$ cat src/hdl/utility_per_cost_selector_defines.svh
// ----------------------------------------------------------------------------
// Utility-per-cost selector assertion macros
// Shared property forms for the selector's concurrent checks.
// ----------------------------------------------------------------------------
`ifndef UTILITY_PER_COST_SELECTOR_DEFINES_SVH
`define UTILITY_PER_COST_SELECTOR_DEFINES_SVH

// Same-cycle implication, sampled on clk, off while rst_n is low.
`define UPCS_ASSERT_IMP(label, ante, cons) \
    label: assert property (@(posedge clk) disable iff (!rst_n) (ante) |-> (cons)) \
        else $error("upcs check failed in %m");

// Next-cycle implication, sampled on clk, off while rst_n is low.
`define UPCS_ASSERT_NXT(label, ante, cons) \
    label: assert property (@(posedge clk) disable iff (!rst_n) (ante) |=> (cons)) \
        else $error("upcs check failed in %m");

`endif

$ cat src/hdl/upcs_pkg.sv
// ----------------------------------------------------------------------------
// upcs_pkg
// Types and constants shared by the utility-per-cost selector modules.
// ----------------------------------------------------------------------------
package upcs_pkg;

    localparam int SLOTS  = 8;
    localparam int SLOT_W = (SLOTS > 1) ? $clog2(SLOTS) : 1;

    localparam int UTIL_W     = 16;
    localparam int TICK_W     = 32;
    localparam int COST_W     = 32;
    localparam int FLAGS_W    = 8;
    localparam int TID_W      = 3;
    localparam int CNT_W      = 4;
    localparam int CURSOR_W   = 8;
    localparam int MASK_W     = 8;
    localparam int MASK_IDX_W = 3;
    localparam int CHOSEN_W   = 3;
    localparam int SCORE_W    = 32;

    localparam int SCORE_SHIFT       = 16;
    localparam int FLAG_DEADLINE_BIT = 0;

    // shared divider: (utility << 16) / cost
    localparam int DVD_W      = UTIL_W + SCORE_SHIFT;
    localparam int DVS_W      = COST_W;
    localparam int DIV_STEP_W = $clog2(DVD_W);

    localparam int IN_DATA_W  = 144;
    localparam int OUT_DATA_W = 128;

    typedef enum logic [1:0] {
        MODE_SET    = 2'd0,
        MODE_CLEAR  = 2'd1,
        MODE_GET    = 2'd2,
        MODE_SELECT = 2'd3
    } mode_t;

    typedef struct packed {
        logic [UTIL_W-1:0]  utility;
        logic [TICK_W-1:0]  deadline;
        logic [COST_W-1:0]  cost;
        logic [FLAGS_W-1:0] flags;
    } hint_t;

    typedef struct packed {
        logic              wr;
        logic              clr;
        logic              rd;
        logic [SLOT_W-1:0] addr;
        hint_t             data;
    } tbl_cmd_t;

    typedef struct packed {
        logic  valid;
        hint_t hint;
    } tbl_rsp_t;

    typedef struct packed {
        logic             start;
        logic [DVD_W-1:0] dividend;
        logic [DVS_W-1:0] divisor;
    } div_cmd_t;

    typedef struct packed {
        logic             done;
        logic [DVD_W-1:0] quotient;
        logic [DVS_W-1:0] remainder;
    } div_rsp_t;

endpackage

$ cat src/hdl/upcs_div.sv
// ----------------------------------------------------------------------------
// upcs_div
// Restoring radix-2 divider, one quotient bit per cycle.
// ----------------------------------------------------------------------------
module upcs_div
(
    input  logic               clk,
    input  logic               rst_n,
    input  upcs_pkg::div_cmd_t cmd,
    output upcs_pkg::div_rsp_t rsp
);
    import upcs_pkg::*;

    logic [DVS_W-1:0]      rem_reg, rem_next;
    logic [DVD_W-1:0]      quo_reg, quo_next;
    logic [DVS_W-1:0]      dvs_reg, dvs_next;
    logic [DIV_STEP_W-1:0] step_reg, step_next;
    logic                  busy_reg, busy_next;
    logic                  done_reg, done_next;

    logic [DVS_W:0] trial;
    logic           fits;

    always_comb
    begin
        trial = {rem_reg, quo_reg[DVD_W-1]};
        fits  = (trial >= {1'b0, dvs_reg});

        rem_next  = rem_reg;
        quo_next  = quo_reg;
        dvs_next  = dvs_reg;
        step_next = step_reg;
        busy_next = busy_reg;
        done_next = 1'b0;

        if (cmd.start)
        begin
            rem_next  = '0;
            quo_next  = cmd.dividend;
            dvs_next  = cmd.divisor;
            step_next = '0;
            busy_next = 1'b1;
        end
        else if (busy_reg)
        begin
            // shift in the next dividend bit, subtract when it fits
            rem_next  = fits ? DVS_W'(trial - {1'b0, dvs_reg}) : trial[DVS_W-1:0];
            quo_next  = {quo_reg[DVD_W-2:0], fits};
            step_next = step_reg + 1'b1;
            if (step_reg == DIV_STEP_W'(DVD_W - 1))
            begin
                busy_next = 1'b0;
                done_next = 1'b1;
            end
        end
    end

    always_ff @(posedge clk or negedge rst_n)
    begin
        if (!rst_n)
        begin
            rem_reg  <= '0;
            quo_reg  <= '0;
            dvs_reg  <= '0;
            step_reg <= '0;
            busy_reg <= 1'b0;
            done_reg <= 1'b0;
        end
        else
        begin
            rem_reg  <= rem_next;
            quo_reg  <= quo_next;
            dvs_reg  <= dvs_next;
            step_reg <= step_next;
            busy_reg <= busy_next;
            done_reg <= done_next;
        end
    end

    assign rsp.done      = done_reg;
    assign rsp.quotient  = quo_reg;
    assign rsp.remainder = rem_reg;

endmodule

$ cat src/hdl/upcs_table.sv
// ----------------------------------------------------------------------------
// upcs_table
// Per-slot hint store with reset-cleared valid bits and a registered read.
// ----------------------------------------------------------------------------
module upcs_table
(
    input  logic               clk,
    input  logic               rst_n,
    input  upcs_pkg::tbl_cmd_t cmd,
    output upcs_pkg::tbl_rsp_t rsp
);
    import upcs_pkg::*;

    logic [SLOTS-1:0] valid_reg;
    hint_t            store_mem [SLOTS];
    logic             rd_valid_reg;
    hint_t            rd_hint_reg;

    always_ff @(posedge clk or negedge rst_n)
    begin
        if (!rst_n)
        begin
            valid_reg    <= '0;
            rd_valid_reg <= 1'b0;
        end
        else
        begin
            if (cmd.wr)
            begin
                valid_reg[cmd.addr] <= 1'b1;
            end
            else if (cmd.clr)
            begin
                valid_reg[cmd.addr] <= 1'b0;
            end
            if (cmd.rd)
            begin
                rd_valid_reg <= valid_reg[cmd.addr];
            end
        end
    end

    // entries hold garbage until written; valid bits gate every use
    always_ff @(posedge clk)
    begin
        if (cmd.wr)
        begin
            store_mem[cmd.addr] <= cmd.data;
        end
        if (cmd.rd)
        begin
            rd_hint_reg <= store_mem[cmd.addr];
        end
    end

    assign rsp.valid = rd_valid_reg;
    assign rsp.hint  = rd_hint_reg;

endmodule

$ cat src/hdl/utility_per_cost_selector.sv
// Set and clear pass from the input beat through DISPATCH and FINISH to the result beat;
//   get adds GET_WAIT. Select first takes cursor mod count on the shared divider (MOD_WAIT),
//   then per position PROBE skips an absent one, LOOK drops an invalid or expired hint,
//   and SCORE runs the divider for an eligible one; FINISH then sends the result beat.
// One item at a time: the 32-step divider sets the pace; a waiting result beat holds
//   the following item in FINISH. Reset (rst_n low, async) clears valid bits.
// ----------------------------------------------------------------------------
// utility_per_cost_selector
// Thread hint table with a best utility-per-cost selector. A small sequencer
// walks the candidate positions in rotation and scores each eligible thread
// on one shared iterative divider.
// ----------------------------------------------------------------------------
`include "utility_per_cost_selector_defines.svh"

module utility_per_cost_selector
(
    input  logic                                clk,
    input  logic                                rst_n,
    input  logic                                s_axis_tvalid,
    output logic                                s_axis_tready,
    // thread_id[2:0] utility[18:3] deadline[50:19] cost[82:51] flags[90:83]
    // candidate_count[94:91] cursor[102:95] now_tick[134:103]
    // present_mask[142:135], bit 143 zero
    input  logic [upcs_pkg::IN_DATA_W-1:0]      s_axis_tdata,
    // mode[1:0]
    input  logic [1:0]                          s_axis_tuser,
    output logic                                m_axis_tvalid,
    input  logic                                m_axis_tready,
    // chosen[2:0] peak_score[34:3] hint_utility[50:35] hint_deadline[82:51]
    // hint_cost[114:83] hint_flags[122:115], bits 127:123 zero
    output logic [upcs_pkg::OUT_DATA_W-1:0]     m_axis_tdata,
    // status[0]
    output logic [0:0]                          m_axis_tuser
);
    import upcs_pkg::*;

    typedef enum logic [2:0] {
        ST_IDLE,
        ST_DISPATCH,
        ST_GET_WAIT,
        ST_MOD_WAIT,
        ST_PROBE,
        ST_LOOK,
        ST_SCORE,
        ST_FINISH
    } state_t;

    typedef struct packed {
        logic                status;
        logic [CHOSEN_W-1:0] chosen;
        logic [SCORE_W-1:0]  peak_score;
        hint_t               hint;
    } result_t;

    // ------------------------------------------------------------------------
    // Registers
    // ------------------------------------------------------------------------
    state_t                state_reg, state_next;
    mode_t                 mode_reg, mode_next;
    logic [TID_W-1:0]      tid_reg, tid_next;
    hint_t                 item_reg, item_next;
    logic [CNT_W-1:0]      cnt_reg, cnt_next;
    logic [CURSOR_W-1:0]   cursor_reg, cursor_next;
    logic [TICK_W-1:0]     now_reg, now_next;
    logic [MASK_W-1:0]     mask_reg, mask_next;
    logic [CNT_W-1:0]      idx_reg, idx_next;
    logic [CNT_W-1:0]      off_reg, off_next;
    logic                  found_reg, found_next;
    logic [CNT_W-1:0]      best_idx_reg, best_idx_next;
    logic [SCORE_W-1:0]    best_reg, best_next;
    result_t               res_reg, res_next;
    result_t               out_reg, out_next;
    logic                  out_valid_reg, out_valid_next;

    // ------------------------------------------------------------------------
    // Shared units
    // ------------------------------------------------------------------------
    tbl_cmd_t tbl_cmd;
    tbl_rsp_t tbl_rsp;
    div_cmd_t div_cmd;
    div_rsp_t div_rsp;

    upcs_table u_table
    (
        .clk   (clk),
        .rst_n (rst_n),
        .cmd   (tbl_cmd),
        .rsp   (tbl_rsp)
    );

    upcs_div u_div
    (
        .clk   (clk),
        .rst_n (rst_n),
        .cmd   (div_cmd),
        .rsp   (div_rsp)
    );

    // ------------------------------------------------------------------------
    // Per-position helpers
    // ------------------------------------------------------------------------
    logic               tid_ok;
    logic               pos_ok;
    logic [CNT_W-1:0]   idx_inc;
    logic [TICK_W-1:0]  slack;
    logic               eligible;
    logic [SCORE_W-1:0] score;
    logic               accept;

    assign accept = s_axis_tvalid && s_axis_tready;
    assign tid_ok = (int'(tid_reg) < SLOTS);

    // a position past the table or past the mask counts as absent
    assign pos_ok = (int'(idx_reg) < SLOTS) && (int'(idx_reg) < MASK_W)
                    && mask_reg[idx_reg[MASK_IDX_W-1:0]];

    // step to the next position in rotation
    assign idx_inc = ((idx_reg + 1'b1) == cnt_reg) ? '0 : (idx_reg + 1'b1);

    // deadline still ahead when the wrapped difference is non-negative
    assign slack    = tbl_rsp.hint.deadline - now_reg;
    assign eligible = !tbl_rsp.hint.flags[FLAG_DEADLINE_BIT] || !slack[TICK_W-1];

    // a 16-bit utility shifted by 16 always fits the score width
    assign score = div_rsp.quotient;

    // ------------------------------------------------------------------------
    // Sequencer
    // ------------------------------------------------------------------------
    always_comb
    begin
        state_next     = state_reg;
        mode_next      = mode_reg;
        tid_next       = tid_reg;
        item_next      = item_reg;
        cnt_next       = cnt_reg;
        cursor_next    = cursor_reg;
        now_next       = now_reg;
        mask_next      = mask_reg;
        idx_next       = idx_reg;
        off_next       = off_reg;
        found_next     = found_reg;
        best_idx_next  = best_idx_reg;
        best_next      = best_reg;
        res_next       = res_reg;
        out_next       = out_reg;
        out_valid_next = out_valid_reg;

        tbl_cmd      = '0;
        tbl_cmd.data = item_reg;
        div_cmd      = '0;

        // drop the result beat once taken
        if (out_valid_reg && m_axis_tready)
        begin
            out_valid_next = 1'b0;
        end

        case (state_reg)
            ST_IDLE:
            begin
                if (accept)
                begin
                    mode_next             = mode_t'(s_axis_tuser);
                    tid_next              = s_axis_tdata[2:0];
                    item_next.utility     = s_axis_tdata[18:3];
                    item_next.deadline    = s_axis_tdata[50:19];
                    item_next.cost        = s_axis_tdata[82:51];
                    item_next.flags       = s_axis_tdata[90:83];
                    cnt_next              = s_axis_tdata[94:91];
                    cursor_next           = s_axis_tdata[102:95];
                    now_next              = s_axis_tdata[134:103];
                    mask_next             = s_axis_tdata[142:135];
                    state_next            = ST_DISPATCH;
                end
            end

            ST_DISPATCH:
            begin
                res_next   = '0;
                state_next = ST_FINISH;
                case (mode_reg)
                    MODE_SET:
                    begin
                        if (!tid_ok || (item_reg.cost == '0))
                        begin
                            res_next.status = 1'b1;
                        end
                        else
                        begin
                            tbl_cmd.wr   = 1'b1;
                            tbl_cmd.addr = SLOT_W'(tid_reg);
                        end
                    end
                    MODE_CLEAR:
                    begin
                        tbl_cmd.clr  = tid_ok;
                        tbl_cmd.addr = SLOT_W'(tid_reg);
                    end
                    MODE_GET:
                    begin
                        if (!tid_ok)
                        begin
                            res_next.status = 1'b1;
                        end
                        else
                        begin
                            tbl_cmd.rd   = 1'b1;
                            tbl_cmd.addr = SLOT_W'(tid_reg);
                            state_next   = ST_GET_WAIT;
                        end
                    end
                    MODE_SELECT:
                    begin
                        if (cnt_reg == '0)
                        begin
                            res_next.status = 1'b1;
                        end
                        else
                        begin
                            // rotation start: cursor mod count on the divider
                            div_cmd.start    = 1'b1;
                            div_cmd.dividend = DVD_W'(cursor_reg);
                            div_cmd.divisor  = DVS_W'(cnt_reg);
                            state_next       = ST_MOD_WAIT;
                        end
                    end
                    default:
                    begin
                        res_next.status = 1'b1;
                    end
                endcase
            end

            ST_GET_WAIT:
            begin
                if (tbl_rsp.valid)
                begin
                    res_next.hint = tbl_rsp.hint;
                end
                else
                begin
                    res_next.status = 1'b1;
                end
                state_next = ST_FINISH;
            end

            ST_MOD_WAIT:
            begin
                if (div_rsp.done)
                begin
                    idx_next      = div_rsp.remainder[CNT_W-1:0];
                    off_next      = '0;
                    found_next    = 1'b0;
                    best_idx_next = '0;
                    best_next     = '0;
                    state_next    = ST_PROBE;
                end
            end

            ST_PROBE:
            begin
                if (off_reg == cnt_reg)
                begin
                    res_next.status     = !found_reg;
                    res_next.chosen     = CHOSEN_W'(best_idx_reg);
                    res_next.peak_score = best_reg;
                    state_next          = ST_FINISH;
                end
                else if (pos_ok)
                begin
                    tbl_cmd.rd   = 1'b1;
                    tbl_cmd.addr = SLOT_W'(idx_reg);
                    state_next   = ST_LOOK;
                end
                else
                begin
                    idx_next = idx_inc;
                    off_next = off_reg + 1'b1;
                end
            end

            ST_LOOK:
            begin
                if (tbl_rsp.valid && eligible)
                begin
                    div_cmd.start    = 1'b1;
                    div_cmd.dividend = {tbl_rsp.hint.utility, {SCORE_SHIFT{1'b0}}};
                    div_cmd.divisor  = tbl_rsp.hint.cost;
                    state_next       = ST_SCORE;
                end
                else
                begin
                    idx_next   = idx_inc;
                    off_next   = off_reg + 1'b1;
                    state_next = ST_PROBE;
                end
            end

            ST_SCORE:
            begin
                if (div_rsp.done)
                begin
                    // strict compare keeps the earliest position on a tie
                    if (!found_reg || (score > best_reg))
                    begin
                        found_next    = 1'b1;
                        best_idx_next = idx_reg;
                        best_next     = score;
                    end
                    idx_next   = idx_inc;
                    off_next   = off_reg + 1'b1;
                    state_next = ST_PROBE;
                end
            end

            ST_FINISH:
            begin
                // hold until the output register is free
                if (!out_valid_reg || m_axis_tready)
                begin
                    out_next       = res_reg;
                    out_valid_next = 1'b1;
                    state_next     = ST_IDLE;
                end
            end

            default:
            begin
                state_next = ST_IDLE;
            end
        endcase
    end

    always_ff @(posedge clk or negedge rst_n)
    begin
        if (!rst_n)
        begin
            state_reg     <= ST_IDLE;
            mode_reg      <= MODE_SET;
            tid_reg       <= '0;
            item_reg      <= '0;
            cnt_reg       <= '0;
            cursor_reg    <= '0;
            now_reg       <= '0;
            mask_reg      <= '0;
            idx_reg       <= '0;
            off_reg       <= '0;
            found_reg     <= 1'b0;
            best_idx_reg  <= '0;
            best_reg      <= '0;
            res_reg       <= '0;
            out_reg       <= '0;
            out_valid_reg <= 1'b0;
        end
        else
        begin
            state_reg     <= state_next;
            mode_reg      <= mode_next;
            tid_reg       <= tid_next;
            item_reg      <= item_next;
            cnt_reg       <= cnt_next;
            cursor_reg    <= cursor_next;
            now_reg       <= now_next;
            mask_reg      <= mask_next;
            idx_reg       <= idx_next;
            off_reg       <= off_next;
            found_reg     <= found_next;
            best_idx_reg  <= best_idx_next;
            best_reg      <= best_next;
            res_reg       <= res_next;
            out_reg       <= out_next;
            out_valid_reg <= out_valid_next;
        end
    end

    // ------------------------------------------------------------------------
    // Ports
    // ------------------------------------------------------------------------
    assign s_axis_tready   = (state_reg == ST_IDLE);
    assign m_axis_tvalid   = out_valid_reg;
    assign m_axis_tuser[0] = out_reg.status;
    assign m_axis_tdata    = {5'd0,
                              out_reg.hint.flags,
                              out_reg.hint.cost,
                              out_reg.hint.deadline,
                              out_reg.hint.utility,
                              out_reg.peak_score,
                              out_reg.chosen};

    // ------------------------------------------------------------------------
    // Checks
    // ------------------------------------------------------------------------
    `UPCS_ASSERT_IMP(a_result_from_finish, $rose(m_axis_tvalid), $past(state_reg == ST_FINISH))
    `UPCS_ASSERT_IMP(a_div_done_awaited, div_rsp.done, (state_reg == ST_MOD_WAIT) || (state_reg == ST_SCORE))
    `UPCS_ASSERT_IMP(a_probe_in_bounds, state_reg == ST_PROBE, off_reg <= cnt_reg)
    `UPCS_ASSERT_NXT(a_accept_dispatches, accept, state_reg == ST_DISPATCH)

endmodule
$ cat config.mk
export PLATFORM = sky130hd
export DESIGN_NAME = utility_per_cost_selector
export DESIGN_NICKNAME = d
export VERILOG_FILES = /design/src/hdl/upcs_pkg.sv /design/src/hdl/upcs_div.sv /design/src/hdl/upcs_table.sv /design/src/hdl/utility_per_cost_selector.sv
export VERILOG_INCLUDE_DIRS = /design/src /design/src/hdl
export SDC_FILE = /design/constraint.sdc
export NUM_CORES = 2
export LEC_CHECK = 0
export BUFFER_PORTS_ARGS = -buffer_cell sky130_fd_sc_hd__buf_2
export CORE_MARGIN = 2
export CORE_UTILIZATION = 61
export DETAILED_ROUTE_END_ITERATION = 7
export HOLD_SLACK_MARGIN = 0.06
export PLACE_DENSITY = 0.79
export SYNTH_ARGS = -nofsm -noshare
export SYNTH_HDL_FRONTEND = slang
export SYNTH_HIERARCHICAL = 1
export SYNTH_SLANG_ARGS = --single-unit
$ cat constraint.sdc
create_clock -name clk -period 9.39 [get_ports clk]
set_input_delay 1.878 -clock clk [delete_from_list [all_inputs] [get_ports clk]]
set_output_delay 1.878 -clock clk [all_outputs]
set_load 0.01 [all_outputs]
# Yosys cells after proc, flatten, opt, wreduce, memory -nomap -nowiden
# Memories as Yosys holds them, arrays and structs flattened. A register that Yosys moved wholly into a read port is not among the register bits.
# Cells that the tools add are included.
# op_classes
addsub	5
magnitude_cmp	6
eq_ne	26
n_mux	82
bitwise	3
reduce_logical	33
# op_table
cell	n
32-bit two-way mux	8
65-bit two-way mux	3
88-bit one-hot mux with 2 select lines	1
65-bit one-hot mux with 2 select lines	1
88-bit two-way mux	1
35-bit one-hot mux with 2 select lines	1
32-bit one-hot mux with 2 select lines	1
32-bit subtractor	2
4-bit two-way mux	13
36-bit two-way mux	1
33-bit by 32-bit >= comparator with 1-bit output	1
32-bit greater-than comparator	1
32-bit logical NOT	1
4-bit one-hot mux with 4 select lines	2
3-bit two-way mux	9
1-bit two-way mux	24
3-bit one-hot mux with 7 select lines	1
3-bit one-hot mux with 2 select lines	3
8-bit two-way mux	2
2-bit != test (second input constant)	7
3-bit == test (second input constant)	4
5-bit two-way mux	2
2-bit by 1-bit != test with 1-bit output (second input constant)	5
2-bit nonzero test	5
34 further kinds	56
# totals
register_bits	553
ram_bits	704
n_memories	1
# mem_list
name	words	width	rd	rd_ports_with_merged_regs	wr	line_no	rtl
u_table.store_mem	8	88	1	1	1	upcs_table.sv:15	hint_t store_mem [SLOTS];

# Longest topological paths before layout
# depth
word_depth	14
mapped_depth	16
ltp_nobuf	13

# Cells and area by module
# Netlist, hierarchy kept.
# by_module_without_submodules
module	instances	cells_each	area_per_inst_um2
upcs_table	1	1509	29826.1
utility_per_cost_selector	1	1671	19155.9
upcs_div	1	743	6553.8

# Worst setup path after synthesis
# No wires, ideal clock.
# synth_path
path_kind	reg2reg
from	register state_reg[0]
to	memory u_table/store_mem[4][0] (netlist bit), enable pin
t_arrival_ns	6.281
required_ns	8.854
setup_slack_ns	2.573
stages_incl_launch_ff	13
n_path_buf	7
synth_period_minus_slack_ns	6.817
cell_sequence	dfrtp_1 clkbuf_1 clkbuf_1 clkbuf_1 nand2_1 a211oi_1 a22o_1 buf_4 buf_6 buf_4 buf_2 nand2_1 nor2_1
# synth_rtl
item	line_no	rtl
start, declared	utility_per_cost_selector.sv:58	state_t state_reg, state_next;
start signal, assigned	utility_per_cost_selector.sv:358	state_reg <= state_next;
end, declared	upcs_table.sv:15	

==> flow_metrics.env <==
export IMPL_slew_violations=0
export IMPL_synth_area_sq_mm=0.05554
export IMPL_cts_buffers=136
export IMPL_antenna_found_initial=10
export IMPL_power_leakage_uw=0.02406
export IMPL_coreArea_sq_mm=0.09015
export IMPL_period_share=0.6041
export IMPL_gr_total_overflow=0
export IMPL_synth_area_leader_cell="edfxtp_1"
export IMPL_postCtsHoldBufs=0
export IMPL_grt_pass1_wl_um=209200
export IMPL_drcViolationCount=0
export IMPL_fmax_ghz=0.1763
export IMPL_route_vias_total=34270
export IMPL_worstSetupEndpointType="register"
export IMPL_wl_per_cell_um=25.09
export IMPL_initial_core_util=0.6160
export IMPL_viasPerCell=6.282
export IMPL_synthArstFlopShare=0.4112
export IMPL_drt_iter0_markers=3843
export IMPL_clock_sinks=1345
export IMPL_grt_pass1_vias=33880
export IMPL_dpl_hpwl_um=83770
export IMPL_rsz0062_at_grt="no"
export IMPL_synth_top_area_share=0.4282
export IMPL_powerDensity_mw_per_mm2=317.2
export IMPL_worstSetupPathType="reg -> reg"
export IMPL_tightestPinTransition_ns=1.227
export IMPL_slew_headroom=0.1778
export IMPL_post_route_min_period_ns=5.672
export IMPL_avgSynthCellArea_sq_um=14.16
export IMPL_synth_simple_gate_area_frac=0.06495
export IMPL_cts_resized=0
export IMPL_grt_max_degree=171
export IMPL_skew_ns=0.02598
export IMPL_fin_hold_ws_ns=0.4787
export IMPL_ys_types=83
export IMPL_yosysSeqAreaShare=0.6774
export IMPL_cpMostUsedCell="buf_4"
export IMPL_critPathLaunchType="register"
export IMPL_hp_class="reg -> reg"
export IMPL_cts_path_max_buffers=3
export IMPL_setup_tns_ns=0
export IMPL_synth_compound_area_frac=0.09692
export IMPL_synth_xor_area_share=0.006781
export IMPL_io_buffers=274
export IMPL_status="finished clean"
export IMPL_cts_htree_levels=4
export IMPL_post_cts_buffers=0
export IMPL_n_fill_cell=5912
export IMPL_clk_pin_slew_ns=0.06
export IMPL_detail_route_wirelength_um=136900
export IMPL_pin_count=281
export IMPL_ant_nets=0
export IMPL_nets=4413
export IMPL_vdd_ir_drop_worst_uv=259.0
export IMPL_drive_gt1_frac=0.2256
export IMPL_tritoncts="yes"
export IMPL_drv_cap=0
export IMPL_synth_top_family_by_area="multiplexers"
export IMPL_crit_slowest_cell="nor2_4"
export IMPL_yosys_top_cells_area="edfxtp_1, dfrtp_1, mux2_2"
export IMPL_synth_top_flop_cell="edfxtp_1"
export IMPL_synth_fa_ha_area_frac=0.02357
export IMPL_ys_ff_latch=1345
export IMPL_grtUsageTotal=0.2974
export IMPL_synth_mux_area_fraction=0.1013
export IMPL_cp_cell_sequence="nor4_1 > nand4_1 > o21ai_0 > a211oi_1 > a22o_4 > buf_4 > nand2_1 > nor2_4 > buf_4"
export IMPL_place_congestion=0.9028
export IMPL_cp_required_ns=9.77
export IMPL_synth_edf_count=792
export IMPL_hold_viol_final=0
export IMPL_syn_inst=3923
export IMPL_dieHeight_um=305.7
export IMPL_max_stage_delay_ns=0.89
export IMPL_fp_row_count=110
export IMPL_area_growth_pct=12.17
export IMPL_largest_reg_flops=704
export IMPL_die_x_um=305.7
export IMPL_cts_root_buf="clkbuf_16"
export IMPL_critPathTopFamily="simple AND/OR/NAND/NOR gates"
export IMPL_finalSetupViolCount=0
export IMPL_clock_latency_ns=0.75
export IMPL_cp_max_fo=51
export IMPL_worstPathArrival_ns=6.05
export IMPL_crit_buf_inv=2
export IMPL_yosys_warnings=6
export IMPL_die_area_sq_mm=0.09347
export IMPL_firstDrtPassIters=6
-- final timing paths --
check | from | endpoint | slack (ns) | cells after the start
worst max-delay path | item_reg[39] | u_table/store_mem[3][37] | 3.72 | 9
worst min-delay path | res_reg[52] | res_reg[52] | 0.48 | 2
worst max register to register | item_reg[39] | u_table/store_mem[3][37] | 3.72 | 9
worst min register to register | res_reg[52] | res_reg[52] | 0.48 | 2
max in group asynchronous | rst_n | u_div/busy_reg | 6.55 | 2
min in group asynchronous | rst_n | u_div/dvs_reg[9] | 1.18 | 1
-- layer usage --
metal | up-vias | global-route usage | part of all wire
met5 | - | 0 | 0.000095
met4 | 2 | 0.1222 | 0.038
met3 | 295 | 0.05560 | 0.093
met2 | 1755 | 0.4612 | 0.47
met1 | 17110 | 0.4199 | 0.40
li1 | 15110 | - | -
-- power by group --
group / switching [uW] / leakage, uW / total, uW / internal (uW)
logic: 3150 / 0.00748 / 5370 / 2220
clock network: 2280 / 0.00214 / 5300 / 3020
registers: 1240 / 0.0144 / 9080 / 7840
-- layout by cell type (no fill, tap or decap), types with 39 or more instances in the layout --
cell type	instances
edfxtp_1	792
dfrtp_1	552
nand2_1	465
mux2_2	342
o21ai_0	309
buf_2	273
clkbuf_16	138
inv_1	114
mux2i_1	103
ha_1	103
a22oi_1	92
nor2_1	83
a221oi_1	67
a21oi_1	59
and2_1	58
buf_4	52
o221ai_1	43
a21o_1	39
-- worst reg2reg max path: cells and delay by family, from the launching register on --
family | cells | cell delay, ns
AND/OR/NAND/NOR | 4 | 1.84
flip-flops | 1 | 0.63
buffers and inverters | 2 | 1.52
AO/OA/AOI/OAI | 3 | 1.30
-- synth_stat cells (14+ instances only) --
cell type	count
o21ai_0	309
o221ai_1	43
a311oi_1	18
and2_1	60
o22a_1	29
a22oi_1	92
a22o_1	40
nand2b_1	18
buf_2	50
clkbuf_1	137
ha_1	103
a21o_1	40
nand4_1	24
mux4_2	33
mux2i_1	103
buf_6	14
a31oi_1	17
a21oi_1	60
nand3_1	34
xnor2_1	27
inv_1	114
buf_4	25
nor3_1	14
nand2_1	465
dfrtp_1	553
a221oi_1	67
edfxtp_1	792
o22ai_1	15
mux2_2	342
nor2_1	94
xor2_1	16
nand3b_1	16
-- cell type report --
| type | count | area, sq um | share of cell area |
|---|---|---|---|
| Antenna cell | 6 | 15.01 | 0.0002410 |
| Clock inverter | 74 | 744.5 | 0.01195 |
| Clock buffer | 178 | 3674 | 0.05897 |
| Sequential cell | 1345 | 37620 | 0.6040 |
| Multi-Input combinational cell | 2232 | 16520 | 0.2652 |
| Timing Repair Buffer | 328 | 1812 | 0.02908 |
| Tap cell | 1176 | 1471 | 0.02362 |
| Inverter | 116 | 435.4 | 0.006990 |
-- kinds of logic after synthesis --
group,count (synthesis)
compound gates,799
xor+xnor,43
fa+ha+maj,104
buf+inv,358
flops,1345
mux,478
other cells,1
simple gates,795
-- metrics by stage --
stage	power (uW)	cells	cell area [sq um]	setup WS, ns	utilization
floorplan	12540	3935	55580	2.573	-
global route	20730	5450	62280	3.495	0.6909
finish	19760	5455	62300	3.718	0.6910
global placement	14230	5197	57860	3.796	0.6419
detailed placement	14440	5197	57860	3.707	0.6419
CTS	19770	5449	62280	3.731	0.6909
Power figures use the tool's default switching activity.
